--- config.mk ---
export PLATFORM = sky130hd
export DESIGN_NAME = timed_publish_aggregator_core
export DESIGN_NICKNAME = d
export VERILOG_FILES = /design/src/hdl/tpa_pkg.sv /design/src/hdl/tpa_div.sv /design/src/hdl/timed_publish_aggregator_core.sv
export SDC_FILE = /design/constraint.sdc
export NUM_CORES = 2
export LEC_CHECK = 0
export ABC_AREA = 1
export BUFFER_PORTS_ARGS = -buffer_cell sky130_fd_sc_hd__buf_4
export CAP_MARGIN = 30
export CORE_MARGIN = 4
export CORE_UTILIZATION = 33
export DETAILED_ROUTE_END_ITERATION = 7
export MAX_ROUTING_LAYER = met4
export SYNTH_ARGS = -nofsm -noshare
export SYNTH_HDL_FRONTEND = slang
export SYNTH_SLANG_ARGS = --single-unit
--- constraint.sdc ---
create_clock -name clk -period 5.6 [get_ports clk]
set_input_delay 1.4 -clock clk [delete_from_list [all_inputs] [get_ports clk]]
set_output_delay 1.4 -clock clk [all_outputs]
set_load 0.01 [all_outputs]
--- src/hdl/tpa_pkg.sv ---
package tpa_pkg;

	// register indexes on the configuration port
	localparam logic [1:0] CFG_MODE     = 2'd0;
	localparam logic [1:0] CFG_INTERVAL = 2'd1;
	localparam logic [1:0] CFG_METRIC   = 2'd2;

	// operating modes
	localparam logic [1:0] MODE_DEBOUNCE  = 2'd0;
	localparam logic [1:0] MODE_SAMPLE    = 2'd1;
	localparam logic [1:0] MODE_AGGREGATE = 2'd2;
	localparam logic [1:0] MODE_DROPOUT   = 2'd3;

	// aggregate metrics
	localparam logic [2:0] MET_AVG   = 3'd0;
	localparam logic [2:0] MET_SUM   = 3'd1;
	localparam logic [2:0] MET_MIN   = 3'd2;
	localparam logic [2:0] MET_MAX   = 3'd3;
	localparam logic [2:0] MET_COUNT = 3'd4;
	localparam logic [2:0] MET_RATE  = 3'd5;

	// result kinds
	localparam logic [1:0] KIND_PUBLISH = 2'd0;
	localparam logic [1:0] KIND_LOST    = 2'd1;
	localparam logic [1:0] KIND_FOUND   = 2'd2;

	localparam logic       CMD_TICK  = 1'b0;
	localparam logic       CMD_EVENT = 1'b1;

	localparam int TIME_W     = 48;
	localparam int IVAL_W     = 32;
	localparam int VAL_W      = 32;
	localparam int CNT_W      = 16;
	localparam int DIV_STEPS  = TIME_W;
	localparam int DIV_CNT_W  = $clog2(DIV_STEPS + 1);

	localparam logic [31:0] IVAL_RESET = 32'd1000;
	localparam logic [9:0]  MS_PER_S   = 10'd1000;

	typedef struct packed {
		logic                     cmd;
		logic [TIME_W-1:0]        now_ms;
		logic signed [VAL_W-1:0]  value;
	} evt_t;

	typedef struct packed {
		logic [1:0]               event_kind;
		logic signed [VAL_W-1:0]  result_value;
	} res_t;

	typedef struct packed {
		logic                     start;
		logic [TIME_W-1:0]        num;
		logic [IVAL_W-1:0]        den;
	} div_req_t;

endpackage

--- src/hdl/tpa_div.sv ---
module tpa_div (
	input  logic                          clk,
	input  logic                          arst_n,
	input  tpa_pkg::div_req_t             req,
	output logic                          done,
	output logic [tpa_pkg::TIME_W-1:0]    quot
);

	logic [tpa_pkg::DIV_CNT_W-1:0] cnt_q;
	logic                          done_q;
	logic [tpa_pkg::TIME_W-1:0]    q_q;
	logic [tpa_pkg::IVAL_W-1:0]    rem_q;
	logic [tpa_pkg::IVAL_W-1:0]    den_q;
	logic [tpa_pkg::IVAL_W:0]      rem_sh;
	logic [tpa_pkg::IVAL_W+1:0]    diff;

	// restoring division, one quotient bit per cycle
	assign rem_sh = {rem_q, q_q[tpa_pkg::TIME_W-1]};
	assign diff   = {1'b0, rem_sh} - {2'b00, den_q};

	always_ff @(posedge clk or negedge arst_n) begin
		if (!arst_n) begin
			cnt_q  <= '0;
			done_q <= 1'b0;
		end else begin
			done_q <= 1'b0;
			if (req.start) begin
				cnt_q <= tpa_pkg::DIV_CNT_W'(tpa_pkg::DIV_STEPS);
			end else if (cnt_q != '0) begin
				cnt_q <= cnt_q - 1'b1;
				if (cnt_q == tpa_pkg::DIV_CNT_W'(1)) begin
					done_q <= 1'b1;
				end
			end
		end
	end

	always_ff @(posedge clk) begin
		if (req.start) begin
			q_q   <= req.num;
			rem_q <= '0;
			den_q <= req.den;
		end else if (cnt_q != '0) begin
			if (!diff[tpa_pkg::IVAL_W+1]) begin
				rem_q <= diff[tpa_pkg::IVAL_W-1:0];
				q_q   <= {q_q[tpa_pkg::TIME_W-2:0], 1'b1};
			end else begin
				rem_q <= rem_sh[tpa_pkg::IVAL_W-1:0];
				q_q   <= {q_q[tpa_pkg::TIME_W-2:0], 1'b0};
			end
		end
	end

	assign done = done_q;
	assign quot = q_q;

endmodule

--- src/hdl/timed_publish_aggregator_core.sv ---
// Timed publish channel with four modes (debounce, sample, aggregate, dropout
// watchdog) selected by register mode; interval_ms sets the delay or period
// (0 acts as 1) and metric picks the aggregate result. Each evt transaction is
// a tick (cmd 0) or a data event (cmd 1) at time now_ms; a res transaction
// carries at most one published value, "lost" or "found" per input. Values
// are signed Q16.16 and published values saturate to 32 bits. Timing: the
// block takes one input at a time and holds evt_stall high until its work is
// done. An event, or a tick in debounce, sample or dropout mode or for the
// sum, min, max and count metrics, goes through S_EXEC (then S_EMIT if it
// publishes). Aggregate avg and rate publishes run through a shared 48-step
// restoring divider via S_PREP and S_DIV, then S_EMIT. The res output is a
// register, so a waiting result only blocks when the next result is ready.
// The user writes configuration through cfg only while idle; the block does
// not enforce it: cfg_ready is always high and writes take effect at once.
module timed_publish_aggregator_core (
	input  logic               clk,
	input  logic               arst_n,
	input  logic               evt_valid,
	output logic               evt_stall,
	input  tpa_pkg::evt_t      evt,
	output logic               res_valid,
	input  logic               res_stall,
	output tpa_pkg::res_t      res,
	input  logic               cfg_valid,
	output logic               cfg_ready,
	input  logic [1:0]         cfg_index,
	input  logic [31:0]        cfg_wdata
);

	typedef enum logic [2:0] {
		S_IDLE,
		S_EXEC,
		S_PREP,
		S_DIV,
		S_EMIT
	} state_t;

	state_t state_q;

	// configuration
	logic [1:0]                        mode_q;
	logic [tpa_pkg::IVAL_W-1:0]        interval_q;
	logic [2:0]                        metric_q;

	// channel state
	logic                              armed_q;
	logic                              started_q;
	logic                              lost_q;
	logic [tpa_pkg::TIME_W-1:0]        deadline_q;
	logic signed [tpa_pkg::VAL_W-1:0]  held_q;
	logic signed [tpa_pkg::TIME_W-1:0] sum_q;
	logic signed [tpa_pkg::VAL_W-1:0]  min_q;
	logic signed [tpa_pkg::VAL_W-1:0]  max_q;
	logic [tpa_pkg::CNT_W-1:0]         cnt_q;

	// captured transaction
	logic                              cmd_q;
	logic [tpa_pkg::TIME_W-1:0]        now_q;
	logic signed [tpa_pkg::VAL_W-1:0]  val_q;

	// divider operands and pending result
	logic [tpa_pkg::TIME_W-1:0]        num_q;
	logic [tpa_pkg::IVAL_W-1:0]        add_q;
	logic [tpa_pkg::IVAL_W-1:0]        den_q;
	logic                              neg_q;
	tpa_pkg::res_t                     pend_q;
	tpa_pkg::res_t                     res_q;
	logic                              res_valid_q;

	logic [tpa_pkg::IVAL_W-1:0]        iv_eff;
	logic [tpa_pkg::TIME_W-1:0]        next_dl;
	logic [tpa_pkg::TIME_W-1:0]        adv_dl;
	logic                              due;
	logic signed [tpa_pkg::TIME_W-1:0] val_ext;
	logic [tpa_pkg::TIME_W-1:0]        sum_mag;
	logic signed [tpa_pkg::VAL_W-1:0]  sum_sat;
	logic signed [tpa_pkg::VAL_W-1:0]  cnt_sat;
	logic [25:0]                       cnt_ms;
	logic                              slot_free;
	logic                              in_acc;
	logic                              cfg_acc;
	tpa_pkg::div_req_t                 div_req;
	logic                              div_done;
	logic [tpa_pkg::TIME_W-1:0]        div_quot;
	logic signed [tpa_pkg::VAL_W-1:0]  div_res;

	assign iv_eff  = (interval_q == '0) ? tpa_pkg::IVAL_W'(1) : interval_q;
	assign next_dl = now_q + {{(tpa_pkg::TIME_W-tpa_pkg::IVAL_W){1'b0}}, iv_eff};
	assign adv_dl  = deadline_q + {{(tpa_pkg::TIME_W-tpa_pkg::IVAL_W){1'b0}}, iv_eff};
	assign due     = armed_q && (now_q >= deadline_q);
	assign val_ext = {{(tpa_pkg::TIME_W-tpa_pkg::VAL_W){val_q[tpa_pkg::VAL_W-1]}}, val_q};

	// bucket magnitude for the avg path; the sum never reaches -2^47
	assign sum_mag = sum_q[tpa_pkg::TIME_W-1] ? tpa_pkg::TIME_W'(-sum_q)
	                                          : tpa_pkg::TIME_W'(sum_q);

	// sum saturates unless the upper 17 bits are all sign
	always_comb begin
		if (sum_q[tpa_pkg::TIME_W-1:tpa_pkg::VAL_W-1] == '0 ||
		    sum_q[tpa_pkg::TIME_W-1:tpa_pkg::VAL_W-1] == '1) begin
			sum_sat = sum_q[tpa_pkg::VAL_W-1:0];
		end else if (sum_q[tpa_pkg::TIME_W-1]) begin
			sum_sat = 32'sh8000_0000;
		end else begin
			sum_sat = 32'sh7fff_ffff;
		end
	end

	// count << 16, saturated once count reaches 32768
	assign cnt_sat = cnt_q[tpa_pkg::CNT_W-1] ? 32'sh7fff_ffff : {cnt_q, 16'h0000};

	// count * 1000 for the rate metric (constant multiply)
	assign cnt_ms = 26'(cnt_q * tpa_pkg::MS_PER_S);

	// signed saturation of the divider quotient
	always_comb begin
		if (neg_q) begin
			if (div_quot > 48'h0000_8000_0000) begin
				div_res = 32'sh8000_0000;
			end else begin
				div_res = -div_quot[tpa_pkg::VAL_W-1:0];
			end
		end else begin
			if (div_quot > 48'h0000_7fff_ffff) begin
				div_res = 32'sh7fff_ffff;
			end else begin
				div_res = div_quot[tpa_pkg::VAL_W-1:0];
			end
		end
	end

	assign div_req.start = (state_q == S_PREP);
	assign div_req.num   = num_q + {{(tpa_pkg::TIME_W-tpa_pkg::IVAL_W){1'b0}}, add_q};
	assign div_req.den   = den_q;

	tpa_div u_div (
		.clk    (clk),
		.arst_n (arst_n),
		.req    (div_req),
		.done   (div_done),
		.quot   (div_quot)
	);

	assign evt_stall = (state_q != S_IDLE);
	assign in_acc    = evt_valid && !evt_stall;
	assign cfg_ready = 1'b1;
	assign cfg_acc   = cfg_valid && cfg_ready;
	assign slot_free = !res_valid_q || !res_stall;
	assign res_valid = res_valid_q;
	assign res       = res_q;

	always_ff @(posedge clk or negedge arst_n) begin
		if (!arst_n) begin
			state_q     <= S_IDLE;
			mode_q      <= tpa_pkg::MODE_DEBOUNCE;
			interval_q  <= tpa_pkg::IVAL_RESET;
			metric_q    <= tpa_pkg::MET_AVG;
			armed_q     <= 1'b0;
			started_q   <= 1'b0;
			lost_q      <= 1'b0;
			deadline_q  <= '0;
			held_q      <= '0;
			sum_q       <= '0;
			min_q       <= '0;
			max_q       <= '0;
			cnt_q       <= '0;
			num_q       <= '0;
			add_q       <= '0;
			den_q       <= '0;
			neg_q       <= 1'b0;
			pend_q      <= '0;
			res_valid_q <= 1'b0;
		end else begin
			if (cfg_acc) begin
				case (cfg_index)
					tpa_pkg::CFG_MODE:     mode_q     <= cfg_wdata[1:0];
					tpa_pkg::CFG_INTERVAL: interval_q <= cfg_wdata;
					tpa_pkg::CFG_METRIC:   metric_q   <= cfg_wdata[2:0];
					default: ;
				endcase
			end

			// S_EMIT reloads the output itself
			if (res_valid_q && !res_stall && state_q != S_EMIT) begin
				res_valid_q <= 1'b0;
			end

			case (state_q)
				S_IDLE: begin
					if (in_acc) begin
						state_q <= S_EXEC;
					end
				end

				S_EXEC: begin
					state_q <= S_IDLE;
					if (cmd_q == tpa_pkg::CMD_EVENT) begin
						case (mode_q)
							tpa_pkg::MODE_DEBOUNCE: begin
								held_q     <= val_q;
								armed_q    <= 1'b1;
								started_q  <= 1'b1;
								deadline_q <= next_dl;
							end
							tpa_pkg::MODE_SAMPLE: begin
								held_q    <= val_q;
								armed_q   <= 1'b1;
								started_q <= 1'b1;
								if (!started_q) deadline_q <= next_dl;
							end
							tpa_pkg::MODE_AGGREGATE: begin
								// full bucket drops the event entirely
								if (cnt_q != '1) begin
									armed_q   <= 1'b1;
									started_q <= 1'b1;
									if (!started_q) deadline_q <= next_dl;
									if (cnt_q == '0) begin
										min_q <= val_q;
										max_q <= val_q;
									end else begin
										if (val_q < min_q) min_q <= val_q;
										if (val_q > max_q) max_q <= val_q;
									end
									sum_q <= sum_q + val_ext;
									cnt_q <= cnt_q + 1'b1;
								end
							end
							default: begin
								armed_q    <= 1'b1;
								started_q  <= 1'b1;
								deadline_q <= next_dl;
								if (lost_q) begin
									lost_q              <= 1'b0;
									pend_q.event_kind   <= tpa_pkg::KIND_FOUND;
									pend_q.result_value <= '0;
									state_q             <= S_EMIT;
								end
							end
						endcase
					end else if (due) begin
						case (mode_q)
							tpa_pkg::MODE_DROPOUT: begin
								lost_q              <= 1'b1;
								armed_q             <= 1'b0;
								pend_q.event_kind   <= tpa_pkg::KIND_LOST;
								pend_q.result_value <= '0;
								state_q             <= S_EMIT;
							end
							tpa_pkg::MODE_DEBOUNCE: begin
								armed_q             <= 1'b0;
								pend_q.event_kind   <= tpa_pkg::KIND_PUBLISH;
								pend_q.result_value <= held_q;
								state_q             <= S_EMIT;
							end
							tpa_pkg::MODE_SAMPLE: begin
								deadline_q          <= adv_dl;
								pend_q.event_kind   <= tpa_pkg::KIND_PUBLISH;
								pend_q.result_value <= held_q;
								state_q             <= S_EMIT;
							end
							default: begin
								deadline_q <= adv_dl;
								if (cnt_q != '0) begin
									// bucket is consumed here; the divider path
									// works from captured operands
									sum_q             <= '0;
									min_q             <= '0;
									max_q             <= '0;
									cnt_q             <= '0;
									pend_q.event_kind <= tpa_pkg::KIND_PUBLISH;
									case (metric_q)
										tpa_pkg::MET_AVG: begin
											num_q   <= sum_mag;
											add_q   <= tpa_pkg::IVAL_W'(cnt_q >> 1);
											den_q   <= tpa_pkg::IVAL_W'(cnt_q);
											neg_q   <= sum_q[tpa_pkg::TIME_W-1];
											state_q <= S_PREP;
										end
										tpa_pkg::MET_SUM: begin
											pend_q.result_value <= sum_sat;
											state_q             <= S_EMIT;
										end
										tpa_pkg::MET_MIN: begin
											pend_q.result_value <= min_q;
											state_q             <= S_EMIT;
										end
										tpa_pkg::MET_MAX: begin
											pend_q.result_value <= max_q;
											state_q             <= S_EMIT;
										end
										tpa_pkg::MET_COUNT: begin
											pend_q.result_value <= cnt_sat;
											state_q             <= S_EMIT;
										end
										tpa_pkg::MET_RATE: begin
											num_q   <= {6'b0, cnt_ms, 16'h0000};
											add_q   <= iv_eff >> 1;
											den_q   <= iv_eff;
											neg_q   <= 1'b0;
											state_q <= S_PREP;
										end
										default: ;
									endcase
								end
							end
						endcase
					end
				end

				S_PREP: begin
					state_q <= S_DIV;
				end

				S_DIV: begin
					if (div_done) begin
						pend_q.result_value <= div_res;
						state_q             <= S_EMIT;
					end
				end

				S_EMIT: begin
					if (slot_free) begin
						res_valid_q <= 1'b1;
						state_q     <= S_IDLE;
					end
				end

				default: state_q <= S_IDLE;
			endcase
		end
	end

	// payload registers
	always_ff @(posedge clk) begin
		if (in_acc) begin
			cmd_q <= evt.cmd;
			now_q <= evt.now_ms;
			val_q <= evt.value;
		end
		if (state_q == S_EMIT && slot_free) begin
			res_q <= pend_q;
		end
	end

endmodule
Yosys cells after proc, flatten, opt, wreduce, memory -nomap -nowiden
Cells that the tools add are included.
{"block": "word_totals", "ff_bits": 633, "in_bits": 120, "out_inout_bits": 37, "elab_cells": 216}
{"block": "classes", "add_sub_neg": 9, "multipliers": 1, "magnitude_cmp": 5, "eq_ne": 36, "n_mux": 84, "n_bitwise": 2, "reduce_logical": 49}
{"cell": "32-bit 2-to-1 mux", "n": 21}
{"cell": "48-bit 2-to-1 mux", "n": 14}
{"cell": "48-bit by 32-bit adder with 48-bit output", "n": 4}
{"cell": "32-bit case mux with 2 select lines", "n": 3}
{"cell": "48-bit case mux with 2 select lines", "n": 2}
{"cell": "34-bit 2-to-1 mux", "n": 5}
{"cell": "32-bit case mux with 4 select lines", "n": 1}
{"cell": "16-bit 2-to-1 mux", "n": 6}
{"cell": "34-bit case mux with 2 select lines", "n": 1}
{"cell": "48-bit greater-or-equal comparator", "n": 1}
{"cell": "48-bit by 31-bit > comparator with 1-bit output (second input constant)", "n": 1}
{"cell": "48-bit by 32-bit > comparator with 1-bit output (second input constant)", "n": 1}
{"cell": "48-bit negator", "n": 1}
{"cell": "33-bit by 32-bit subtractor with 34-bit output", "n": 1}
{"cell": "32-bit > comparator", "n": 1}
{"cell": "32-bit logical NOT", "n": 1}
{"cell": "32-bit less-than comparator", "n": 1}
{"cell": "32-bit negator", "n": 1}
{"cell": "31-bit 2-to-1 mux", "n": 1}
{"cell": "3-bit 2-to-1 mux", "n": 9}
{"cell": "16-bit by 7-bit multiplier with 23-bit output (second input constant)", "n": 1}
{"cell": "7-bit AND reduction", "n": 3}
{"cell": "17-bit == test (second input constant)", "n": 1}
{"cell": "17-bit logical NOT", "n": 1}
{"cell": "40 further kinds", "n": 104}

Longest topological paths before layout
{"block": "logic_depth", "word_depth": 9, "mapped_depth": 21, "depth_no_buf": 20}

By module
Synthesis repeated with hierarchy kept, for this count alone.
{"block": "unflattened", "hier_cells": 6427, "area_unflattened_um2": 45720.1}
{"module": "timed_publish_aggregator_core", "n_inst": 1, "cells_per_inst": 5369, "area_per_inst_um2": 38205.4, "seq_area_each_um2": 12644.6}
{"module": "tpa_div", "n_inst": 1, "cells_per_inst": 1058, "area_per_inst_um2": 7514.7, "seq_area_each_um2": 3218.1}

Least setup slack after synthesis
No wires, ideal clock.
{"block": "synth_path", "path_type": "input to register", "startpoint": "input evt_valid", "endpoint": "register cmd_q (enable)", "setup_time_ps": 521, "arrival_ps": 4790, "required_time_ps": 5079, "setup_slack_ps": 289, "stages": 2, "n_path_buf": 0, "path_cell_list": "inv_1 -> nor2_1"}
{"block": "synth_between", "elab_chain_cells": 1}
{"item": "start: declaration", "line": "timed_publish_aggregator_core.sv:18", "rtl": "input logic evt_valid,"}
{"item": "1-bit logical AND", "line": "timed_publish_aggregator_core.sv:145", "rtl": "assign in_acc = evt_valid && !evt_stall;"}
{"item": "named net in_acc", "line": "timed_publish_aggregator_core.sv:80", "rtl": "logic in_acc;"}
{"item": "end signal: assignment", "line": "timed_publish_aggregator_core.sv:336", "rtl": "cmd_q <= evt.cmd;"}
{"item": "end: declaration", "line": "timed_publish_aggregator_core.sv:57", "rtl": "logic cmd_q;"}
The timed path passes the listed nets, and every way through them passes these cells.
A chain may end at the register's enable or synchronous reset.

Worst setup path in the final report
{"block": "layout_path", "startpoint": "register cnt_q[3] (netlist bit)", "endpoint": "register num_q[36] (netlist bit)"}
{"block": "layout_between", "elab_chain_cells": 2, "word_cells_on_any_way": 4, "classes_between": "mul: 1; mux: 1; reduce/logical: 2"}
{"item": "start: declaration", "line": "timed_publish_aggregator_core.sv:54", "rtl": "logic [tpa_pkg::CNT_W-1:0] cnt_q;"}
{"item": "start signal: assignment", "line": "timed_publish_aggregator_core.sv:225", "rtl": "cnt_q <= cnt_q + 1'b1;"}
{"item": "16-bit by 7-bit multiplier with 23-bit output / 16-bit nonzero test (equally long branches)", "line": "timed_publish_aggregator_core.sv:113, timed_publish_aggregator_core.sv:263"}
{"item": "48-bit case mux with 2 select lines / 6-bit AND reduction (equally long branches)"}
{"item": "end signal: assignment", "line": "timed_publish_aggregator_core.sv:273", "rtl": "num_q <= sum_mag;"}
{"item": "end signal: assignment", "line": "timed_publish_aggregator_core.sv:296", "rtl": "num_q <= {6'b0, cnt_ms, 16'h0000};"}
{"item": "end: declaration", "line": "timed_publish_aggregator_core.sv:62", "rtl": "logic [tpa_pkg::TIME_W-1:0] num_q;"}
Several ways; a longest one is shown, not always the timed one.

==> results.yml <==
clock_network:
  clk_pin_slew_ns: 0.06
  clockRootBuffer: "clkbuf_16"
  cts_tree: "yes"
  numCtsBuffers: 76
  cts_resized: 0
  cts_hold_buf: 0
  clock_latency_ns: 0.72
  post-cts-setup-buffer-count: 0
  tritoncts_num_sinks: 601
  cts.path.max_buffers: 3
  htreeDepth: 3
hold_path:
  holdPathStages: 0
  hold_end: "res[22]"
  min_from: "pend_q[22]"
  min_path_type: "reg2reg"
timing:
  rsz0062_at_grt: "no"
  fin_crit_sh_pct: 82.3
  period_needed_ns: 4.61
  setup_tns_ns: 0
  finalHoldViolations: 0
  setup_viol: 0
  fmax_mhz: 217
  drv_slew: 0
  setup_ws_ns: 0.992
  worstMarginPinSlew_ns: 1.02
  clock_skew_ns: 0.0330
  slew_headroom_pct: 32.0
final_layout:
  nNetsFinal: 6621
  syn_to_final_growth_pct: 12.2
  drive_above_1_share_pct: 8.01
  fin_cells: 7950
  n_antenna_cell: 0
  post-route-util_pct: 37.4
synthesis:
  synth_edf_count: 195
  netlist_top_cells_area: "dfrtp_1 21%, nand2_1 13%, edfxtp_1 13%, ha_1 9.1%, inv_1 6.1%"
  yosysMostFrequentCell: "nand2_1"
  synthXorXnorAreaFrac_pct: 3.53
  synth_top_flop_cell: "dfrtp_1"
  yosys_warnings: 0
  synthMuxAreaShare_pct: 1.49
  synth_compound_area_share_pct: 14.6
  synth_top_family_by_area: "simple AND/OR/NAND/NOR gates"
  syn_area_um2: 44700
  synth-simple-area-share_pct: 24.9
  synth-seq-cells: 601
  synthDistinctLibCells: 65
  synth_top_area_share_pct: 20.6
  ys_seq_area_share_pct: 35.5
  synth_async_sr_flop_share_pct: 62.2
  syn_nets: 6537
  synth_fa_ha_area_share_pct: 11.7
  synth_common_cells: "1573 x nand2_1, 726 x inv_1, 539 x o21ai_0"
  syn_inst: 6035
  yosys.area.top_type: "dfrtp_1"
  avgSynthCellArea_um2: 7.40
grt:
  grt_usage_pct: 23.5
  grt_max_degree: 117
  grt_pass1_vias: 39311
  antenna_found_initial: 3
  grt_pass1_wl_um: 247000
  overflow: 0
route:
  wire_per_inst_um: 20.7
  drt.antenna.violating_nets: 0
  num_vias: 41042
  drt-initial-drc-count: 3882
  first_pass_iters: 5
  drt-total-wl_um: 164000
  drc_errors: 0
  via_per_inst: 5.16
critical_path:
  cp-end-kind: "flip-flop"
  crit_family: "adder cells"
  required_ns: 6.18
  critPathKind: "reg2reg"
  worst_r2r_path_depth: 16
  start_kind: "flip-flop"
  slowest_stage: "fa_1"
  r2r-start: "cnt_q[3]"
  crit_fanout: 7
  critPathBufInv: 3
  cpMostUsedCell: "fa_1"
  critPathMaxStageDelay_ns: 0.55
  path_cells: "inv_1 -> fa_1 -> fa_1 -> fa_1 -> fa_1 -> inv_1 -> ha_1 -> a21oi_1 -> o21ai_0 -> a21oi_1 -> inv_1 -> nand3_1 -> nand2_1 -> o21ai_0 -> nand3_1 -> and2_1"
  arrival_ns: 5.19
  reg2reg_slack_ns: 0.99
  rr_endpoint: "num_q[36]"
floorplanning:
  die_x_um: 376
  die_height_um: 376
  die_area_um2: 141000
  num_io_pins: 157
  rows: 134
  initial_utilization_pct: 33.3
  core-area_um2: 134000
power:
  peakVddDrop_mv: 0.204
  p_leak_uw: 0.0232
  powerDensity_nw_per_um2: 492
  p_total_uw: 24600
placed_design:
  gp_congestion: 0.978
  place_inst: 7809
  portBuffers: 155
  preCtsSetupSlack_ns: 1.00
  hpwl_um: 131000
job:
  drv_cap: 0
run_status:
  outcome: "finished clean"
-- worst max-delay path by stage --
stage	from	endpoint	cells past startpoint
4_1_cts	cnt_q[3]	num_q[36]	16
3_3_place_gp	cnt_q[5]	num_q[41]	18
2_1_floorplan	evt_valid	cmd_q	2
5_1_grt	cnt_q[2]	num_q[30]	16
6_report	cnt_q[3]	num_q[36]	16
3_5_place_dp	cnt_q[3]	num_q[36]	16
-- area by class of cell --
class | count | area (um2)
multi-input combinational | 4499 | 25200
fill | 14133 | 83800
sequential | 601 | 15900
tap | 1768 | 2210
clock buffer | 108 | 2170
timing repair buffer | 201 | 1580
clock inverter | 33 | 349
inverter | 740 | 2780
-- cell usage in the layout (no fill, tap or decap), drive strengths merged, types with 113 or more instances in the layout --
cell	netlist	routed
a21oi	387	387
buf	86	201
dfrtp	368	368
edfxtp	195	195
ha	324	324
inv	737	745
nand2	1583	1583
nand3	336	336
nor2	557	557
o21ai	614	614
xor2	113	113
-- sequential cells by signal, indices dropped and copies added, names as in the netlist, 2 cells and up --
| signal | cells |
|---|---|
| metric_q | 3 |
| deadline_q | 48 |
| val_q | 32 |
| res | 34 |
| max_q | 32 |
| den_q | 32 |
| u_div.rem_q | 32 |
| interval_q | 32 |
| sum_q | 48 |
| state_q | 3 |
| mode_q | 2 |
| pend_q | 34 |
| held_q | 32 |
| min_q | 32 |
| now_q | 48 |
| u_div.quot | 48 |
| u_div.den_q | 32 |
| cnt_q | 16 |
| num_q | 48 |
| u_div.cnt_q | 6 |
-- kinds of logic (layout without fill, tap and decap cells) --
| logic type | count (synthesis) | count (layout) |
|---|---|---|
| AND/OR/NAND/NOR | 2679 | 2679 |
| AO/OA/AOI/OAI | 1199 | 1199 |
| buffers and inverters | 935 | 1082 |
| flip-flops | 601 | 601 |
| adder cells (fa/ha/maj) | 382 | 382 |
| XOR/XNOR | 179 | 179 |
| multiplexers | 59 | 59 |
| other | 1 | 1 |
-- where the power goes --
part / internal, uW / switching (uW) / total, uW
registers: 6180 / 1460 / 7640
clock network: 2870 / 2130 / 5000
logic: 3940 / 8070 / 12000
total: 13000 / 11700 / 24600
-- routing by layer --
layer	up-vias	global-route usage (%)	share of wire, %
li1	20063	-	-
met1	19614	32.8	47
met2	1177	35.8	44
met3	188	3.05	6.2
met4	0	6.74	2.8
met5	-	-	0
-- per-stage QoR --
step | instance area (um2) | hold slack, ns
6_report | 50100 | 0.447
5_1_grt | 50100 | 0.453
4_1_cts | 50100 | 0.449
3_5_place_dp | 47600 | 0.430
3_3_place_gp | 47600 | 0.434
2_1_floorplan | 44700 | 0.425
(Power assumes the default switching activity.)
